## src/sv/alu16_pkg.sv

```systemverilog
// ----------------------------------------------------------------------------
// alu16_pkg
// Shared types and constants for the 16-bit arithmetic, logic and shift ALU.
// ----------------------------------------------------------------------------
package alu16_pkg;

  localparam int unsigned WordWidth = 16;
  localparam int unsigned FuncWidth = 4;

  typedef logic [WordWidth-1:0] word_t;

  typedef enum logic [FuncWidth-1:0] {
    FuncAdd  = 4'd0,
    FuncSub  = 4'd1,
    FuncAdc  = 4'd2,
    FuncSbc  = 4'd3,
    FuncXor  = 4'd4,
    FuncAnd  = 4'd5,
    FuncOr   = 4'd6,
    FuncNot  = 4'd7,
    FuncNeg  = 4'd8,
    FuncAsl  = 4'd9,
    FuncAsr  = 4'd10,
    FuncRol  = 4'd11,
    FuncRor  = 4'd12,
    FuncPass = 4'd13
  } func_e;

  typedef struct packed {
    logic [FuncWidth-1:0] func;
    word_t                operand_a;
    word_t                operand_b;
    logic                 carry_in;
  } req_t;

  typedef struct packed {
    word_t result;
    logic  carry_out;
  } res_t;

endpackage

```

## src/sv/alu16_eval.sv

```systemverilog
// ----------------------------------------------------------------------------
// alu16_eval
// Combinational evaluation of one ALU request: result word and carry-out.
// ----------------------------------------------------------------------------
module alu16_eval (
  input  alu16_pkg::req_t req_i,
  output alu16_pkg::res_t res_o
);

  alu16_pkg::word_t a;
  alu16_pkg::word_t b;
  logic             cin;

  assign a   = req_i.operand_a;
  assign b   = req_i.operand_b;
  assign cin = req_i.carry_in;

  always_comb begin
    res_o.carry_out = cin;
    case (alu16_pkg::func_e'(req_i.func))
      alu16_pkg::FuncAdd: res_o.result = a + b;
      alu16_pkg::FuncSub: res_o.result = a + ~b + 16'd1;
      alu16_pkg::FuncAdc: res_o.result = a + b + {15'd0, cin};
      alu16_pkg::FuncSbc: res_o.result = a + ~b + {15'd0, cin};
      alu16_pkg::FuncXor: res_o.result = a ^ b;
      alu16_pkg::FuncAnd: res_o.result = a & b;
      alu16_pkg::FuncOr:  res_o.result = a | b;
      alu16_pkg::FuncNot: res_o.result = ~a;
      alu16_pkg::FuncNeg: res_o.result = ~a + 16'd1;
      alu16_pkg::FuncAsl: res_o.result = {a[14:0], 1'b0};
      alu16_pkg::FuncAsr: res_o.result = {a[15], a[15:1]};
      alu16_pkg::FuncRol: begin
        res_o.result    = {a[14:0], cin};
        res_o.carry_out = a[15];
      end
      alu16_pkg::FuncRor: begin
        res_o.result    = {cin, a[15:1]};
        res_o.carry_out = a[0];
      end
      default: res_o.result = a;
    endcase
  end

endmodule

```

## src/sv/alu16_arith_logic_shift.sv

```systemverilog
// ----------------------------------------------------------------------------
// alu16_arith_logic_shift
// 16-bit ALU with add, subtract, logic, shift and rotate-through-carry.
// ----------------------------------------------------------------------------
// An accepted request passes through the input register and then the result register to its done_o strobe.
// Throughput is one request per cycle, set by the input and result registers.
// The block is never busy, and the receiver cannot stall it.
// Reset clears the valid bits of both stages; payload registers are not reset.
module alu16_arith_logic_shift (
  input  logic                            clk_i,
  input  logic                            rst_ni,
  input  logic                            start_i,
  output logic                            busy_o,
  input  logic [alu16_pkg::FuncWidth-1:0] func_i,
  input  logic [alu16_pkg::WordWidth-1:0] operand_a_i,
  input  logic [alu16_pkg::WordWidth-1:0] operand_b_i,
  input  logic                            carry_in_i,
  output logic                            done_o,
  output logic [alu16_pkg::WordWidth-1:0] result_o,
  output logic                            carry_out_o
);

  logic            req_valid_q;
  alu16_pkg::req_t req_q;
  alu16_pkg::req_t req_d;
  alu16_pkg::res_t res_d;
  alu16_pkg::res_t res_q;
  logic            done_q;

  assign busy_o = 1'b0;

  assign req_d = '{func: func_i, operand_a: operand_a_i,
                   operand_b: operand_b_i, carry_in: carry_in_i};

  always_ff @(posedge clk_i or negedge rst_ni) begin
    if (!rst_ni) begin
      req_valid_q <= 1'b0;
      done_q      <= 1'b0;
    end else begin
      req_valid_q <= start_i && !busy_o;
      done_q      <= req_valid_q;
    end
  end

  always_ff @(posedge clk_i) begin
    if (start_i && !busy_o) begin
      req_q <= req_d;
    end
    if (req_valid_q) begin
      res_q <= res_d;
    end
  end

  alu16_eval u_eval (
    .req_i (req_q),
    .res_o (res_d)
  );

  assign done_o      = done_q;
  assign result_o    = res_q.result;
  assign carry_out_o = res_q.carry_out;

  a_done_follows_req : assert property (@(posedge clk_i) disable iff (!rst_ni)
    req_valid_q |=> done_o)
    else $error("Request in the input stage did not produce a result.");

  a_done_has_req : assert property (@(posedge clk_i) disable iff (!rst_ni)
    done_o |-> $past(req_valid_q))
    else $error("Result strobe without a request in the input stage.");

  a_carry_passes : assert property (@(posedge clk_i) disable iff (!rst_ni)
    (req_valid_q && req_q.func != alu16_pkg::FuncRol
                 && req_q.func != alu16_pkg::FuncRor)
    |=> (carry_out_o == $past(req_q.carry_in)))
    else $error("Carry-out differs from carry-in for a non-rotate request.");

endmodule

```

## config.mk

```make
export PLATFORM = sky130hd
export DESIGN_NAME = alu16_arith_logic_shift
export DESIGN_NICKNAME = d
export VERILOG_FILES = /design/src/sv/alu16_pkg.sv /design/src/sv/alu16_eval.sv /design/src/sv/alu16_arith_logic_shift.sv
export SDC_FILE = /design/constraint.sdc
export NUM_CORES = 1
export LEC_CHECK = 0
export ABC_AREA = 1
export CELL_PAD_IN_SITES_DETAIL_PLACEMENT = 2
export CELL_PAD_IN_SITES_GLOBAL_PLACEMENT = 2
export CORE_MARGIN = 3
export CORE_UTILIZATION = 33
export CTS_BUF_LIST = sky130_fd_sc_hd__clkbuf_2
export DETAILED_ROUTE_END_ITERATION = 10
export DONT_BUFFER_PORTS = 1
export GPL_ROUTABILITY_DRIVEN = 0
export PLACE_DENSITY_LB_ADDON = 0.08
export SYNTH_ARGS = -nofsm -noshare
export SYNTH_HDL_FRONTEND = slang
export SYNTH_SLANG_ARGS = --single-unit
```

## constraint.sdc

```tcl
create_clock -name clk_i -period 2.7 [get_ports clk_i]
set_input_delay 0.54 -clock clk_i [delete_from_list [all_inputs] [get_ports clk_i]]
set_output_delay 0.54 -clock clk_i [all_outputs]
set_load 0.005 [all_outputs]
```

# Word level (Yosys, flattened, before mapping)
# Cells that the tools add are included.
classes:
  n_reduce_logical: 1
  n_eq_ne: 12
  add_sub_neg: 6
  n_bitwise: 5
  n_mux: 2
ops:
  columns: ["op", "count"]
  rows:
  - ["$pmux 16 s13", 1]
  - ["$add 16x1->16", 2]
  - ["$add 16x1->16 const B", 2]
  - ["$add 16x16->16", 2]
  - ["$not 16->16", 2]
  - ["$eq 4x4->1 const B", 5]
  - ["$and 16x16->16", 1]
  - ["$eq 4x3->1 const B", 4]
  - ["$or 16x16->16", 1]
  - ["$xor 16x16->16", 1]
  - ["$eq 4x2->1 const B", 2]
  - ["$eq 4x1->1 const B", 1]
  - ["$logic_not 4->1", 1]
  - ["$pmux 1 s2", 1]
word_totals:
  reg_bits: 56
  elab_cells: 34

# Longest topological paths before layout
depth:
  ltp_word: 4
  depth_mapped: 22
  ltp_nobuf: 21

# Cells and area by module
# Synthesis repeated with hierarchy kept, for this count alone.
hier_totals:
  cells_unflattened: 922
  hier_area_um2: 6159.7
by_module_without_submodules:
  columns: ["module", "instances", "cells_per_inst", "area_each_um2"]
  rows:
  - ["alu16_eval", 1, 864, 4476.8]
  - ["alu16_arith_logic_shift", 1, 58, 1682.9]

# Worst setup path after synthesis
# No wires, ideal clock.
synth_path:
  path_type: "register to register"
  startpoint: "register req_q[17] in the netlist's numbering"
  endpoint: "register res_q (netlist bit result_o[12]) (data pin)"
  path_slack_ns: 0.031
  arrival_time_ns: 2.416
  path_stages_with_launch: 19
  t_required_ns: 2.447
  setup_ns: 0.253
  n_path_buf: 0
  cell_sequence: "edfxtp_1 > ha_1 > inv_1 > fa_1 > nand2_1 > nand2_1 > inv_1 > ha_1 > inv_1 > nor2_2 > nand3_1 > nor2_2 > nand2_2 > nor2_2 > nand2_1 > o21ai_0 > nor2_1 > nor2_1 > nor2_1"
synth_rtl:
  columns: ["element", "line_no", "rtl"]
  rows:
  - ["start, declared", "alu16_arith_logic_shift.sv:24", "alu16_pkg::req_t req_q;"]
  - ["start signal, assigned", "alu16_arith_logic_shift.sv:47", "req_q <= req_d;"]
  - ["end signal, assigned", "alu16_arith_logic_shift.sv:50", "res_q <= res_d;"]
  - ["end, declared", "alu16_arith_logic_shift.sv:27", "alu16_pkg::res_t res_q;"]

==> metrics <==
via count=8354; total power=4.488 mW; Setup crit end=result_o[14]; Die Width=143.2 um; Combinational Power Share=64.5%; total grt overflow=0; H-tree levels=2; Avg Cell Area, Syn=6.534 um2; Storage cell area=1672 um2; area grow syn2layout=39.57%; Sw Pwr=2.301 mW; cell area power density=518.1 nW/um2; Least-Margin Pin Slew=0.5812 ns; Layout Skew=0.1120 ns; max-slew violation count=0; IO Count=59; critical path type=register to register; Worst Hold Class=primary input to register; initial DRC count=742; GRT Total Usage=33.16%; r2r setup slk=-0.39 ns; largest net degree at the start of global routing=38; diodes inserted=0; Post-Synthesis Cell Area=6207 um2; drt first pass iters=5; Slew HR=60.25%; sequential-to-total area share from yosys stat=26.93%; later-pin clock latency in the skew report=0.63 ns; power share of the clock group=10.0%; first-pass GRT wire length=51.63 mm; CP max FO=3; cell count after synthesis=950; Worst setup SP type=register; core area=18210 um2; post-layout min period=3.090 ns; CTS buffer count=5; hold slack=-0.01897 ns; Post-synth ARST share=3.571%; Core Rows=49; Die ar.=20490 um2; # Max-Cap Violations=0; Post-synth EDFFs=54; Seq cells post-synth=56; Initial Util=34.09%; VDD IR max=0.2635 mV; DRC Markers=0; switching part of the total=51.28%; Final Worst Setup Slack=-0.3901 ns; vias in the first global route=8703; Req. time, crit path=3.13 ns; CP Launch Point=req_q[17]; Tcrit/Tclk final=114.4%; failing checks=negative hold slack, negative setup slack; distinct cell type count after synthesis=46; ANT nets after route=0; Clk pin slew, worst setup/hold paths=0.45 ns; share of post-route cells with drive strength above 1=33.63%; FF-to-FF End=result_o[14]; drt wl/cell=30.09 um; Synth top area share=26.12%; setup violators final=14; reg2reg start=req_q[17]; endpoints failing hold=5; number of fillers in the final layout=2085; Most used DFF post-synth=edfxtp_1; Port Buf Inserts=0; Critical Path End Type=register; Leak=4.121 nW; syn_nets=1048; maximum clock path buffer count=2; RSZ-0062 raised after global routing=true; chip height=143.2 um; final core utilization=47.58%; DP HPWL=24.78 mm; ranking of synthesized cells by area=edfxtp_1 (26%), nand2_1 (18%), ha_1 (11%), nand3_1 (9.9%), inv_1 (8.8%); WP data arrival=3.52 ns; share of power burned in registers=25.4%; CTS Sinks=56; reg2reg path depth=16; NumNets Final=1221; maximum clock rate=0.3236 GHz; Yosys warnings=0; antenna violations before repair=0; Avg Vias per Cell=6.174; root buffer cell=clkbuf_2; status=complete, but fails checks; internal power=2.187 mW; final WL=40.71 mm; CTS tree=yes; launch point of the worst hold path=start_i; Multi-input gate area=4573 um2; area leader, netlist=edfxtp_1
==> state kept, by name (all words and copies together) (netlist names) <==
| signal | count |
|---|---|
| req_q | 37 |
| result_o | 16 |
| done_o | 1 |
| req_valid_q | 1 |
| carry_out_o | 1 |
==> cell type report <==
class	count	share of cell area [%]
Timing Repair Buffer	191	17.33
Sequential cell	56	19.30
Clock inverter	2	0.2022
Clock buffer	6	0.3466
Tap cell	229	3.307
Inverter	153	6.730
Multi-Input combinational cell	716	52.79
==> what timing repair did <==
| action | CTS | global route |
|---|---|---|
| gates cloned | 0 | 0 |
| setup endpoints to repair | 13 | 14 |
| hold buffers | 8 | 0 |
| gates resized for setup | 112 | 109 |
| setup buffers | 17 | 16 |
| endpoints found under the hold margin | 10 | 0 |
| pin swaps | 29 | 35 |
==> kinds of logic after synthesis <==
| group | after synthesis | synth area share, % |
|---|---|---|
| XOR/XNOR | 3 | 0.4234 |
| AND/OR/NAND/NOR | 540 | 37.79 |
| other | 1 | 0.06041 |
| buffers and inverters | 178 | 11.37 |
| adder cells (fa/ha/maj) | 58 | 11.93 |
| AO/OA/AOI/OAI | 114 | 11.49 |
| flip-flops | 56 | 26.93 |
==> cells in the mapped netlist (all sizes together) (2+ instances only) <==
master,count
a2111oi,3
a211oi,5
a21oi,30
a221oi,2
a22oi,2
and2,2
buf,17
clkbuf,8
dfrtp,2
edfxtp,54
fa,2
ha,56
inv,152
nand2,307
nand3,125
nand4,18
nor2,80
nor3,3
nor4,4
o2111ai,10
o211ai,2
o21ai,35
o21bai,4
o221ai,5
o22ai,12
xor2,3
==> placed cells by master (no fill, tap or decap), types with 12 or more instances in the layout <==
master,Yosys,layout
nand2_1,301,238
buf_4,3,175
inv_1,145,129
nand3_1,123,105
nand2_2,3,58
edfxtp_1,54,54
nor2_1,65,47
ha_1,56,37
a21oi_1,29,25
nor2_4,2,22
inv_2,6,20
o21ai_0,32,19
nand4_1,17,17
nand3_2,2,16
o22ai_1,12,12
ha_4,0,12
==> critical path: stages, from the launching register on <==
cell and delay, ns:
edfxtp_1 0.53, ha_2 0.25, inv_2 0.06, fa_2 0.43, inv_1 0.11, nand3_2 0.10
nand3_1 0.14, nand3_1 0.16, nand2_2 0.16, nand3_2 0.15, nor2_4 0.22, buf_4 0.16
nand3_1 0.10, nor2_2 0.12, a21oi_1 0.07, nand2_1 0.11, nand4_1 0.11
==> routing by layer <==
metal / track usage (%) / up-vias / wire length, um
met4: 11.21 / 0 / 2123
met3: 6.397 / 176 / 3136
met5: 0 / - / 0
li1: - / 3472 / -
met1: 42.74 / 4213 / 16130
met2: 55.66 / 493 / 19330
==> power groups by stage <==
stage / combinational [mW] / sequential [mW] / clock [mW]
2_1_floorplan: 1.10 / 1.15 / 0
3_3_place_gp: 1.96 / 1.15 / 0
3_5_place_dp: 2.09 / 1.15 / 0
4_1_cts: 2.31 / 1.13 / 0.444
5_1_grt: 3.03 / 1.15 / 0.465
6_report: 2.90 / 1.14 / 0.450
==> how the worst min path moves through the flow <==
stage	end	slack, ns	cells past startpoint
6_report	req_q[5]	-0.02	0
5_1_grt	req_q[3]	-0.04	0
4_1_cts	req_q[11]	0.0008	0
3_5_place_dp	done_o	0.24	0
3_3_place_gp	done_o	0.24	0
2_1_floorplan	done_o	0.24	0
==> through the flow <==
step | setup TNS (ns) | instance area, um2 | setup slack (ns) | std cells
after CTS | -0.5692 | 8155 | -0.1562 | 1337
after floorplan | 0 | 6207 | 0.03129 | 950
final | -3.131 | 8663 | -0.3901 | 1353
after global placement | -2.403 | 7516 | -0.2911 | 1304
after global routing | -4.632 | 8663 | -0.5160 | 1353
after detailed placement | -4.545 | 7516 | -0.4692 | 1304
Power figures use the tool's default switching activity.
